==> src/sv/tcpq_pkg.sv <==
// ----------------------------------------------------------------------------
// tcpq_pkg
// Shared types and constants of the two-class priority queue.
// ----------------------------------------------------------------------------
package tcpq_pkg;

    localparam int VALUE_W  = 8;
    localparam int STATUS_W = 3;
    localparam int COUNT_W  = 4;

    localparam logic [VALUE_W-1:0] THRESHOLD_RESET = 8'd60;

    localparam logic CMD_INSERT = 1'b0;
    localparam logic CMD_REMOVE = 1'b1;

    localparam logic [STATUS_W-1:0] ST_QUEUED_NORMAL   = 3'd0;
    localparam logic [STATUS_W-1:0] ST_QUEUED_PRIORITY = 3'd1;
    localparam logic [STATUS_W-1:0] ST_NORMAL_FULL     = 3'd2;
    localparam logic [STATUS_W-1:0] ST_PRIORITY_FULL   = 3'd3;
    localparam logic [STATUS_W-1:0] ST_ZERO_REJECTED   = 3'd4;
    localparam logic [STATUS_W-1:0] ST_REMOVED         = 3'd5;
    localparam logic [STATUS_W-1:0] ST_BOTH_EMPTY      = 3'd6;

    typedef struct packed {
        logic capture;
        logic commit;
    } ctrl_cmd_t;

endpackage

==> src/sv/tcpq_fifo.sv <==
// ----------------------------------------------------------------------------
// tcpq_fifo
// One circular queue: storage memory, head and tail pointers, fill count.
// ----------------------------------------------------------------------------
module tcpq_fifo
    import tcpq_pkg::*;
#(
    parameter int DEPTH = 8
)
(
    input  logic                             clk,
    input  logic                             rst_n,
    input  logic                             push,
    input  logic                             pop,
    input  logic [VALUE_W-1:0]               wdata,
    output logic [VALUE_W-1:0]               rdata,
    output logic [$clog2(DEPTH+1)-1:0]       fill,
    output logic                             full,
    output logic                             empty
);

    localparam int PTR_W = $clog2(DEPTH);
    localparam int CNT_W = $clog2(DEPTH+1);

    logic [VALUE_W-1:0] mem_reg [DEPTH];
    logic [VALUE_W-1:0] rdata_reg;
    logic [PTR_W-1:0]   head_reg;
    logic [PTR_W-1:0]   head_next;
    logic [PTR_W-1:0]   tail_reg;
    logic [PTR_W-1:0]   tail_next;
    logic [CNT_W-1:0]   fill_reg;
    logic [CNT_W-1:0]   fill_next;

    // The head entry is read into a register on every edge, so it is ready in
    // the cycle after the pointers settle.
    always_ff @(posedge clk)
    begin
        if (push)
        begin
            mem_reg[tail_reg] <= wdata;
        end
        rdata_reg <= mem_reg[head_reg];
    end

    always_comb
    begin
        head_next = head_reg;
        tail_next = tail_reg;
        fill_next = fill_reg;
        if (push)
        begin
            tail_next = (tail_reg == PTR_W'(DEPTH-1)) ? '0 : tail_reg + 1'b1;
            fill_next = fill_reg + 1'b1;
        end
        else if (pop)
        begin
            head_next = (head_reg == PTR_W'(DEPTH-1)) ? '0 : head_reg + 1'b1;
            fill_next = fill_reg - 1'b1;
        end
    end

    always_ff @(posedge clk or negedge rst_n)
    begin
        if (!rst_n)
        begin
            head_reg <= '0;
            tail_reg <= '0;
            fill_reg <= '0;
        end
        else
        begin
            head_reg <= head_next;
            tail_reg <= tail_next;
            fill_reg <= fill_next;
        end
    end

    assign rdata = rdata_reg;
    assign fill  = fill_reg;
    assign full  = (fill_reg == CNT_W'(DEPTH));
    assign empty = (fill_reg == '0);

endmodule

==> src/sv/tcpq_datapath.sv <==
// ----------------------------------------------------------------------------
// tcpq_datapath
// Item and threshold registers, the two queues, the routing decision and
// the result register.
// ----------------------------------------------------------------------------
module tcpq_datapath
    import tcpq_pkg::*;
#(
    parameter int DEPTH = 8
)
(
    input  logic                clk,
    input  logic                rst_n,
    input  ctrl_cmd_t           ctrl_cmd,
    input  logic                cfg_we,
    input  logic [VALUE_W-1:0]  cfg_data,
    input  logic                command,
    input  logic [VALUE_W-1:0]  item_value,
    output logic [STATUS_W-1:0] status,
    output logic [VALUE_W-1:0]  removed_value,
    output logic                removed_from_priority,
    output logic [COUNT_W-1:0]  normal_count,
    output logic [COUNT_W-1:0]  priority_count
);

    localparam int CNT_W = $clog2(DEPTH+1);

    logic [VALUE_W-1:0]  threshold_reg;
    logic                cmd_reg;
    logic [VALUE_W-1:0]  value_reg;

    logic [STATUS_W-1:0] status_reg;
    logic [STATUS_W-1:0] status_next;
    logic [VALUE_W-1:0]  removed_reg;
    logic [VALUE_W-1:0]  removed_next;
    logic                from_prio_reg;
    logic                from_prio_next;
    logic [COUNT_W-1:0]  ncount_reg;
    logic [COUNT_W-1:0]  ncount_next;
    logic [COUNT_W-1:0]  pcount_reg;
    logic [COUNT_W-1:0]  pcount_next;

    logic                npush;
    logic                npop;
    logic                ppush;
    logic                ppop;
    logic                nfull;
    logic                nempty;
    logic                pfull;
    logic                pempty;
    logic [VALUE_W-1:0]  nrdata;
    logic [VALUE_W-1:0]  prdata;
    logic [CNT_W-1:0]    nfill;
    logic [CNT_W-1:0]    pfill;
    logic                do_npush;
    logic                do_npop;
    logic                do_ppush;
    logic                do_ppop;

    always_ff @(posedge clk or negedge rst_n)
    begin
        if (!rst_n)
        begin
            threshold_reg <= THRESHOLD_RESET;
        end
        else if (cfg_we)
        begin
            threshold_reg <= cfg_data;
        end
    end

    always_ff @(posedge clk)
    begin
        if (ctrl_cmd.capture)
        begin
            cmd_reg   <= command;
            value_reg <= item_value;
        end
        if (ctrl_cmd.commit)
        begin
            status_reg    <= status_next;
            removed_reg   <= removed_next;
            from_prio_reg <= from_prio_next;
            ncount_reg    <= ncount_next;
            pcount_reg    <= pcount_next;
        end
    end

    always_comb
    begin
        do_npush       = 1'b0;
        do_npop        = 1'b0;
        do_ppush       = 1'b0;
        do_ppop        = 1'b0;
        removed_next   = '0;
        from_prio_next = 1'b0;
        status_next    = ST_BOTH_EMPTY;
        if (cmd_reg == CMD_INSERT)
        begin
            priority if (value_reg == '0)
            begin
                status_next = ST_ZERO_REJECTED;
            end
            else if (value_reg >= threshold_reg)
            begin
                do_ppush    = !pfull;
                status_next = pfull ? ST_PRIORITY_FULL : ST_QUEUED_PRIORITY;
            end
            else
            begin
                do_npush    = !nfull;
                status_next = nfull ? ST_NORMAL_FULL : ST_QUEUED_NORMAL;
            end
        end
        else
        begin
            priority if (!pempty)
            begin
                do_ppop        = 1'b1;
                removed_next   = prdata;
                from_prio_next = 1'b1;
                status_next    = ST_REMOVED;
            end
            else if (!nempty)
            begin
                do_npop      = 1'b1;
                removed_next = nrdata;
                status_next  = ST_REMOVED;
            end
            else
            begin
                status_next = ST_BOTH_EMPTY;
            end
        end
        ncount_next = COUNT_W'(nfill + CNT_W'(do_npush) - CNT_W'(do_npop));
        pcount_next = COUNT_W'(pfill + CNT_W'(do_ppush) - CNT_W'(do_ppop));
    end

    assign npush = ctrl_cmd.commit && do_npush;
    assign npop  = ctrl_cmd.commit && do_npop;
    assign ppush = ctrl_cmd.commit && do_ppush;
    assign ppop  = ctrl_cmd.commit && do_ppop;

    tcpq_fifo #(.DEPTH(DEPTH)) u_normal (
        .clk   (clk),
        .rst_n (rst_n),
        .push  (npush),
        .pop   (npop),
        .wdata (value_reg),
        .rdata (nrdata),
        .fill  (nfill),
        .full  (nfull),
        .empty (nempty)
    );

    tcpq_fifo #(.DEPTH(DEPTH)) u_priority (
        .clk   (clk),
        .rst_n (rst_n),
        .push  (ppush),
        .pop   (ppop),
        .wdata (value_reg),
        .rdata (prdata),
        .fill  (pfill),
        .full  (pfull),
        .empty (pempty)
    );

    assign status                = status_reg;
    assign removed_value         = removed_reg;
    assign removed_from_priority = from_prio_reg;
    assign normal_count          = ncount_reg;
    assign priority_count        = pcount_reg;

endmodule

==> src/sv/tcpq_ctrl.sv <==
// ----------------------------------------------------------------------------
// tcpq_ctrl
// Controller: input handshake, execute step and result valid flag.
// ----------------------------------------------------------------------------
module tcpq_ctrl
    import tcpq_pkg::*;
(
    input  logic      clk,
    input  logic      rst_n,
    input  logic      in_valid,
    output logic      in_stall,
    output logic      out_valid,
    input  logic      out_stall,
    output ctrl_cmd_t ctrl_cmd
);

    localparam logic S_IDLE = 1'b0;
    localparam logic S_EXEC = 1'b1;

    logic state_reg;
    logic state_next;
    logic out_valid_reg;
    logic out_valid_next;
    logic load_ok;

    // The result register may be refilled when it is empty or its current item leaves.
    assign load_ok          = !out_valid_reg || !out_stall;
    assign in_stall         = (state_reg != S_IDLE);
    assign ctrl_cmd.capture = (state_reg == S_IDLE) && in_valid;
    assign ctrl_cmd.commit  = (state_reg == S_EXEC) && load_ok;

    always_comb
    begin
        state_next = state_reg;
        unique case (state_reg)
            S_IDLE:
            begin
                if (in_valid)
                begin
                    state_next = S_EXEC;
                end
            end
            S_EXEC:
            begin
                if (load_ok)
                begin
                    state_next = S_IDLE;
                end
            end
            default:
            begin
                state_next = S_IDLE;
            end
        endcase

        priority if (ctrl_cmd.commit)
        begin
            out_valid_next = 1'b1;
        end
        else if (!out_stall)
        begin
            out_valid_next = 1'b0;
        end
        else
        begin
            out_valid_next = out_valid_reg;
        end
    end

    always_ff @(posedge clk or negedge rst_n)
    begin
        if (!rst_n)
        begin
            state_reg     <= S_IDLE;
            out_valid_reg <= 1'b0;
        end
        else
        begin
            state_reg     <= state_next;
            out_valid_reg <= out_valid_next;
        end
    end

    assign out_valid = out_valid_reg;

endmodule

==> src/sv/two_class_priority_fifo.sv <==
// ----------------------------------------------------------------------------
// two_class_priority_fifo
// Two-class strict priority queue: normal and priority FIFOs in one block.
// ----------------------------------------------------------------------------
// Usage:
// An item on the input channel (in_valid, in_stall) is an insert of
// item_value (command 0) or a remove (command 1). Each item gives one result
// item on the output channel (out_valid, out_stall) with a status code, the
// removed value and both queue occupancies after the operation.
// An accepted item is captured, then committed in the execute step, which
// waits for the registered read of each queue's head entry and for a free
// output register; no new item is taken before the commit.
// The result sits in an output register, so the next item is taken while a
// result still waits; if the receiver stalls, that item waits in the execute step.
// priority_threshold is written through cfg_valid/cfg_ready/cfg_data; the
// user must write it only while the block is idle, which the block does not
// enforce. cfg_ready is always high.
// Reset empties both queues, sets the threshold to 60 and drops any result.
// ----------------------------------------------------------------------------
module two_class_priority_fifo
    import tcpq_pkg::*;
#(
    parameter int QUEUE_DEPTH = 8
)
(
    input  logic                clk,
    input  logic                rst_n,
    input  logic                in_valid,
    output logic                in_stall,
    input  logic                command,
    input  logic [VALUE_W-1:0]  item_value,
    input  logic                cfg_valid,
    output logic                cfg_ready,
    input  logic [VALUE_W-1:0]  cfg_data,
    output logic                out_valid,
    input  logic                out_stall,
    output logic [STATUS_W-1:0] status,
    output logic [VALUE_W-1:0]  removed_value,
    output logic                removed_from_priority,
    output logic [COUNT_W-1:0]  normal_count,
    output logic [COUNT_W-1:0]  priority_count
);

    ctrl_cmd_t ctrl_cmd;

    assign cfg_ready = 1'b1;

    tcpq_ctrl u_ctrl (
        .clk       (clk),
        .rst_n     (rst_n),
        .in_valid  (in_valid),
        .in_stall  (in_stall),
        .out_valid (out_valid),
        .out_stall (out_stall),
        .ctrl_cmd  (ctrl_cmd)
    );

    tcpq_datapath #(.DEPTH(QUEUE_DEPTH)) u_datapath (
        .clk                   (clk),
        .rst_n                 (rst_n),
        .ctrl_cmd              (ctrl_cmd),
        .cfg_we                (cfg_valid && cfg_ready),
        .cfg_data              (cfg_data),
        .command               (command),
        .item_value            (item_value),
        .status                (status),
        .removed_value         (removed_value),
        .removed_from_priority (removed_from_priority),
        .normal_count          (normal_count),
        .priority_count        (priority_count)
    );

`ifndef SYNTHESIS
    a_accept_then_busy: assert property (@(posedge clk) disable iff (!rst_n)
        ctrl_cmd.capture |=> in_stall)
        else $error("block took an item without entering its execute step");

    a_commit_gives_result: assert property (@(posedge clk) disable iff (!rst_n)
        ctrl_cmd.commit |=> out_valid)
        else $error("committed item did not appear at the output");

    a_empty_has_no_value: assert property (@(posedge clk) disable iff (!rst_n)
        (out_valid && status == ST_BOTH_EMPTY) |-> (removed_value == '0))
        else $error("empty remove reported a value");

    a_prio_only_on_remove: assert property (@(posedge clk) disable iff (!rst_n)
        (out_valid && removed_from_priority) |-> (status == ST_REMOVED))
        else $error("priority source flagged on a non-remove result");
`endif

endmodule
==> config.mk <==
export PLATFORM = sky130hd
export DESIGN_NAME = two_class_priority_fifo
export DESIGN_NICKNAME = d
export VERILOG_FILES = /design/src/sv/tcpq_pkg.sv /design/src/sv/tcpq_fifo.sv /design/src/sv/tcpq_datapath.sv /design/src/sv/tcpq_ctrl.sv /design/src/sv/two_class_priority_fifo.sv
export SDC_FILE = /design/constraint.sdc
export NUM_CORES = 1
export LEC_CHECK = 0
export BUFFER_PORTS_ARGS = -buffer_cell sky130_fd_sc_hd__buf_2
export CORE_ASPECT_RATIO = 1.2
export CORE_MARGIN = 2
export CORE_UTILIZATION = 65
export DETAILED_ROUTE_END_ITERATION = 12
export PLACE_DENSITY = 0.84
export SYNTH_ARGS = -nofsm -noshare
export SYNTH_HDL_FRONTEND = slang
export SYNTH_SLANG_ARGS = --single-unit
export TNS_END_PERCENT = 50
==> constraint.sdc <==
create_clock -name clk -period 5.53 [get_ports clk]
set_input_delay 0.553 -clock clk [delete_from_list [all_inputs] [get_ports clk]]
set_output_delay 0.553 -clock clk [all_outputs]
set_load 0.05 [all_outputs]
==> metrics.md, run 1 <==
| Metric | Value |
|---|---|
| Clock Skews | `0.01235 ns` |
| Crit path largest cell delay | `1.05 ns` |
| Max Cap Viol | `0` |
| HP Class | `input port to asynchronous set/reset pin` |
| Share of cells above drive strength 1 | `25.89%` |
| Register area share after synthesis | `70.15%` |
| Post-DR vias/cell | `6.166` |
| Initial antenna violation count | `0` |
| Outcome | `completed` |
| Die Span Y | `127.4 um` |
| Crit-path leading delay family | `simple AND/OR/NAND/NOR gates` |
| Hold_buf cts | `0` |
| CP Data Required Time | `5.62 ns` |
| CP arrival | `3.91 ns` |
| Synth Area per Inst | `17.71 um2` |
| TritonCTS clock tree | `done` |
| Cell taking the most area after synthesis | `edfxtp_1` |
| CP Buf/Inv Count | `0` |
| FF-to-FF setup slack | `1.71 ns` |
| Synth area leaders | `edfxtp_1, mux4_2, dfrtp_1` |
| FF/Latch Area | `0.005791 mm2` |
| Area of the multi-input gates | `0.002326 mm2` |
| Startpoint types | `flop` |
| Worst path depth | `6` |
| Vias | `4,298` |
| Io pins | `45` |
| CP Cell Sequence | `ha_1 -> and3_1 -> nand2_1 -> o31ai_4 -> nand3_1 -> nor3_1` |
| Post-synth top flop | `edfxtp_1` |
| Tcrit/Tclk final | `69.13%` |
| Vias in the first global route | `4,519` |
| Cell Rows | `45` |
| Slew Viols, Final | `0` |
| Net Count, Synth | `522` |
| Worst VDD drop | `406.6 uV` |
| Syn Inst Count | `466` |
| Core area | `0.01250 mm2` |
| Final GP Congestion | `0.8162` |
| # fillers | `721` |
| Synthesis warning total | `0` |
| Hold Slack | `0.1472 ns` |
| R2R cell count | `6` |
| Post-Route WL | `15.72 mm` |
| CTS HTree Levels | `1` |
| P&R area growth vs syn | `11.43%` |
| Critical path peak fanout | `18` |
| Cell Pwr Density | `526.5 mW/mm2` |
| Mapped Area | `0.008254 mm2` |
| Final hold vios | `0` |
| Initial Util | `66.04%` |
| Max Root-Sink Buffers | `3` |
| CTS resizes | `0` |
| Chip Width | `106.9 um` |
| Yosys cell types | `48` |
| Die area | `0.01362 mm2` |
| Post-synth EDFFs | `157` |
| Largest net degree at the start of global routing | `31` |
| TritonCTS Buffers | `19` |
| Worst-Skew Late Latency | `0.47 ns` |
| First-pass GRT wire length | `24.63 mm` |
| Grt ovf | `0` |
| Setup TNS | `0 ns` |
| Leakage power | `3.369 nW` |
| Unrepaired setup endpoints after global routing | `no` |
| Initial DRC Count | `341` |
| CTS root buf | `clkbuf_16` |
| DR WL/cell | `22.55 um` |
| Slew @ Worst Pin | `1.150 ns` |
| Slew headroom | `22.75%` |
| Drt first pass iters | `5` |
| FFs w/ async S/R, synth | `14.78%` |
| Total global-route track usage | `24.53%` |
| Post-CTS Setup Repair Bufs | `0` |
| Register bit total from synthesis | `203` |
| Detail Placement HPWL | `9.844 mm` |
| CP Class | `flop to flop` |
| Layout Nets | `577` |
| Slowest CP cell | `nor3_1` |
| Post-synth top area share | `57.12%` |
| Post-route ant nets | `0` |
| PortBufs | `43` |
| Clock sink count | `203` |
| Setup crit end kind | `flop` |
| Setup violators final | `0` |
| Clk slew on worst S/H paths | `0.06 ns` |
| Fin crit period | `3.823 ns` |
| Fmax | `261.6 MHz` |
| DR DRC count | `0` |
| Ant. Diodes | `0` |
-- power breakdown --
part | switching [mW] | internal [mW] | leakage (nW)
Combinational | 0.750 | 0.600 | 1.18
Clock | 0.504 | 0.663 | 0.271
Sequential | 0.335 | 1.99 | 1.92
Total | 1.59 | 3.25 | 3.37
-- cells in the final DEF, fill, tap and decap left out, types with 2 or more instances in the layout --
cell type,netlist,routed
nor2b_1,2,2
nor3_1,15,15
xor2_1,5,5
mux4_2,32,32
buf_2,5,43
nand2_1,27,27
clkinv_2,0,3
buf_4,1,6
a22o_1,8,8
a31oi_1,2,2
nor4_1,4,4
clkbuf_16,0,19
mux2i_1,3,3
clkinv_1,1,2
ha_1,30,30
o21ai_0,11,11
clkbuf_8,0,2
nor2_1,14,14
edfxtp_1,157,157
dfxtp_1,16,16
clkbuf_1,5,8
a21o_1,12,12
inv_1,16,16
xnor2_1,4,4
mux2_2,21,21
a21oi_1,7,7
nand2b_1,10,10
fa_1,4,4
nand3_1,2,2
dfstp_2,4,4
dfrtp_1,26,26
-- metrics by stage --
stage / area (um2) / util [%] / instances / worst slack (ns) / total power [mW]
2_1_floorplan: 8254 / - / 466 / 2.087 / 3.315
3_3_place_gp: 8646 / 69.17 / 664 / 1.856 / 3.613
5_1_grt: 9198 / 73.58 / 697 / 1.450 / 5.069
3_5_place_dp: 8646 / 69.17 / 664 / 1.679 / 3.692
4_1_cts: 9198 / 73.58 / 697 / 1.703 / 4.877
6_report: 9198 / 73.58 / 697 / 1.707 / 4.843
-- Yosys cell counts, types with 2 or more instances --
master / n
edfxtp_1: 157
mux4_2: 32
ha_1: 30
nand2_1: 27
dfrtp_1: 26
mux2_2: 21
dfxtp_1: 16
inv_1: 16
nor3_1: 15
nor2_1: 14
a21o_1: 12
o21ai_0: 11
nand2b_1: 10
a22o_1: 8
a21oi_1: 7
buf_2: 5
clkbuf_1: 5
xor2_1: 5
dfstp_2: 4
fa_1: 4
nor4_1: 4
xnor2_1: 4
buf_1: 3
mux2i_1: 3
a31oi_1: 2
nand3_1: 2
nor2b_1: 2
-- metal layers --
| layer | wire length [um] | global-route usage, % | vias to the layer above |
|---|---|---|---|
| met5 | 0 | 0 | - |
| met4 | 507 | 9.931 | 0 |
| met3 | 924 | 2.857 | 31 |
| met2 | 8144 | 42.08 | 185 |
| met1 | 6139 | 32.44 | 2168 |
| li1 | - | - | 1914 |
-- layout make-up --
class,count,share of cell area (%)
flip-flops and latches,203,62.96
multi-input cells,231,25.29
clock buffers,29,5.795
repair buffers,49,2.830
well taps,164,2.231
inverters,17,0.6938
clock inverters,4,0.2041
-- final timing paths --
check / start / end
min reg2reg: u_datapath.threshold_reg[4]$_DFFE_PN1P_ / u_datapath.threshold_reg[4]$_DFFE_PN1P_
max reg2reg: u_datapath.value_reg[7]$_DFFE_PP_ / u_datapath.u_priority.mem_reg[6][0]$_DFFE_PP_
max: u_datapath.value_reg[7]$_DFFE_PP_ / u_datapath.u_priority.mem_reg[6][0]$_DFFE_PP_
max in group asynchronous: rst_n / u_datapath.threshold_reg[6]$_DFFE_PN0P_
min: rst_n / u_datapath.u_normal.head_reg[0]$_DFFE_PN0P_
min in group clk: command / u_datapath.cmd_reg$_DFFE_PP_
-- logic make-up after synthesis --
kind of cell / synth area share (%)
xor+xnor: 0.9549
fa+ha+maj: 5.518
mux: 12.28
simple gates: 4.911
flops: 70.15
other cells: 0.04543
compound gates: 4.472
buf+inv: 1.667
No activity file was read; power rests on OpenSTA's default activity.
==> run 2: changes to the inputs <==
CORE_UTILIZATION = 55   (was 65)
PLACE_DENSITY = 0.76   (was 0.84)
clock period = 3.32 ns   (was 5.53 ns; I/O delays follow)
==> run 2 against run 1 <==
Maximum frequency increased by 20%. Highest routed layer unchanged. Final cell count increased by 10%. Hold slack got worse by 0.12 ns. First-iteration DRC count decreased by 30%. Sequential cell count unchanged. Critical path type unchanged. Critical endpoint is now u_datapath.u_normal.fill[3]$_DFFE_PN0P_. Largest cell class unchanged. Clock skew increased by 0.0011 ns.
==> metrics.md, run 2 (synthesized netlist as in run 1, its figures left out) <==
| Metric | Value |
|---|---|
| Grt ovf | `0` |
| Max Cap Viol | `0` |
| Cells after DPL | `730` |
| Setup violators final | `0` |
| Share of cells above drive strength 1 | `31.44%` |
| Post-CTS Setup Repair Bufs | `0` |
| FF/Latch Area | `0.005791 mm2` |
| Initial Util | `55.63%` |
| Cell Rows | `49` |
| Slowest CP cell | `dfstp_2` |
| Commonest non-fill, non-tap cell in the layout | `edfxtp_1` |
| Slew Viols, Final | `0` |
| HP Class | `input port to flop` |
| Met2 Wirelength | `8.398 mm` |
| CP Buf/Inv Count | `1` |
| R2R cell count | `12` |
| Sequential share of power | `42.9%` |
| Post-DR vias/cell | `5.686` |
| Leakage power | `3.581 nW` |
| Tcrit/Tclk final | `96.04%` |
| CP Cell Sequence | `inv_1 -> ha_1 -> and3_2 -> a221oi_4 -> o31ai_4 -> or4_4 -> ha_1 -> a21o_1 -> a21oi_1 -> or4_1 -> a21oi_2 -> xnor2_1` |
| Final hold vios | `0` |
| DRT met1 WL | `6.389 mm` |
| PortBufs | `43` |
| Final GP Congestion | `0.7521` |
| Total global-route track usage | `20.78%` |
| CTS HTree Levels | `1` |
| Fmax | `313.6 MHz` |
| Post-route ant nets | `0` |
| Worst-Skew Late Latency | `0.48 ns` |
| CP Data Required Time | `3.72 ns` |
| Initial DRC Count | `240` |
| Core area | `0.01484 mm2` |
| Layout Nets | `605` |
| CP Class | `flop to flop` |
| Critical path peak fanout | `3` |
| Post-Route WL | `15.77 mm` |
| Worst VDD drop | `733.1 uV` |
| First-pass GRT wire length | `25.34 mm` |
| P&R area growth vs syn | `16.46%` |
| Drt first pass iters | `4` |
| Chip Width | `115.8 um` |
| DR DRC count | `0` |
| Clock sink count | `203` |
| Clock Skews | `0.01349 ns` |
| Commonest cells after routing, fill and taps aside | `edfxtp_1, buf_2, mux4_2, buf_4, ha_1` |
| Crit-path leading delay family | `simple AND/OR/NAND/NOR gates` |
| Max Root-Sink Buffers | `3` |
| Uppermost layer routed | `met4` |
| Fin crit period | `3.188 ns` |
| Clock share of power | `27.5%` |
| Die area | `0.01601 mm2` |
| CTS root buf | `clkbuf_16` |
| Vias | `4,361` |
| Cell Pwr Density | `888.1 mW/mm2` |
| WHS Path Cells | `1` |
| Detail Route met3 WL | `645 um` |
| Detail Placement HPWL | `10.31 mm` |
| Clk slew on worst S/H paths | `0.06 ns` |
| Vias in the first global route | `4,709` |
| Unrepaired setup endpoints after global routing | `no` |
| TritonCTS clock tree | `done` |
| Worst path depth | `12` |
| Slew @ Worst Pin | `0.8266 ns` |
| Final Non-Filler Cells | `767` |
| Power Total | `8.537 mW` |
| Die Span Y | `138.2 um` |
| Net Sw Frac | `31.99%` |
| Initial antenna violation count | `0` |
| DR WL/cell | `20.56 um` |
| Hold Slack | `0.02607 ns` |
| Area of the multi-input gates | `0.002337 mm2` |
| Ant. Diodes | `0` |
| Largest net degree at the start of global routing | `31` |
| TritonCTS Buffers | `20` |
| Int Power | `5.806 mW` |
| Comb power frac | `29.6%` |
| Sw Pwr | `2.731 mW` |
| Crit path largest cell delay | `0.52 ns` |
| Setup crit end kind | `flop` |
| Io pins | `45` |
| Most frequent CP cell | `ha_1` |
| # fillers | `1,023` |
| Startpoint types | `flop` |
| Slew headroom | `44.89%` |
| CP arrival | `3.59 ns` |
| Outcome | `completed` |
==> run 2: cell types whose count changed in the layout (fill, tap and decap cells not counted), sizes merged <==
cell	before	now
buf	49	75
bufinv	0	3
clkbuf	29	24
clkinv	5	8
clkinvlp	0	1
dlygate4sd3	0	1
inv	16	17
==> run 2: layout make-up <==
cell class | instances | share of cell area [%]
inverter | 17 | 0.6638
clock buffer | 24 | 5.792
multi-input combinational | 231 | 24.31
tap | 204 | 2.655
clock inverter | 12 | 1.497
sequential | 203 | 60.24
timing repair buffer | 76 | 4.842
==> run 2: worst paths after layout <==
check	end	slack, ns	start
setup / recovery	u_datapath.u_normal.fill[3]$_DFFE_PN0P_	0.13	u_datapath.threshold_reg[5]$_DFFE_PN1P_
hold / removal	u_datapath.value_reg[0]$_DFFE_PP_	0.03	item_value[0]
setup reg to reg	u_datapath.u_normal.fill[3]$_DFFE_PN0P_	0.13	u_datapath.threshold_reg[5]$_DFFE_PN1P_
hold reg to reg	u_datapath.threshold_reg[5]$_DFFE_PN1P_	0.52	u_datapath.threshold_reg[5]$_DFFE_PN1P_
max in group asynchronous	u_datapath.u_normal.head_reg[2]$_DFFE_PN0P_	2.35	rst_n
min in group asynchronous	u_datapath.threshold_reg[7]$_DFFE_PN0P_	0.47	rst_n
==> run 2: stage by stage <==
| stage | TNS (ns) | worst slack (ns) | utilization (%) | area (um2) |
|---|---|---|---|---|
| floorplan | -0.08116 | -0.08116 | - | 8260 |
| global placement | 0 | 0.1694 | 59.97 | 8897 |
| detailed placement | 0 | 0.02698 | 59.97 | 8897 |
| CTS | 0 | 0.02359 | 64.76 | 9608 |
| global route | 0 | 0.01145 | 64.79 | 9613 |
| finish | 0 | 0.1316 | 64.79 | 9613 |
==> run 2: power groups by stage <==
stage | Combinational [mW] | Clock (mW) | Sequential [mW]
floorplan | 1.50 | 0 | 4.02
global placement | 2.42 | 0 | 3.70
detailed placement | 2.51 | 0 | 3.71
CTS | 2.55 | 2.39 | 3.67
global route | 2.77 | 2.50 | 3.72
finish | 2.52 | 2.35 | 3.66
==> run 2: metal layers <==
metal	vias to the layer above	GRT usage, %
met2	113	35.70
met1	2263	27.82
met5	-	0
met4	0	6.015
met3	24	2.937
li1	1961	-
==> run 2: what timing repair did <==
item,CTS,global route
hold buffers,1,0
setup endpoints to repair,0,1
hold endpoints to repair,26,0
gates resized for setup,0,2
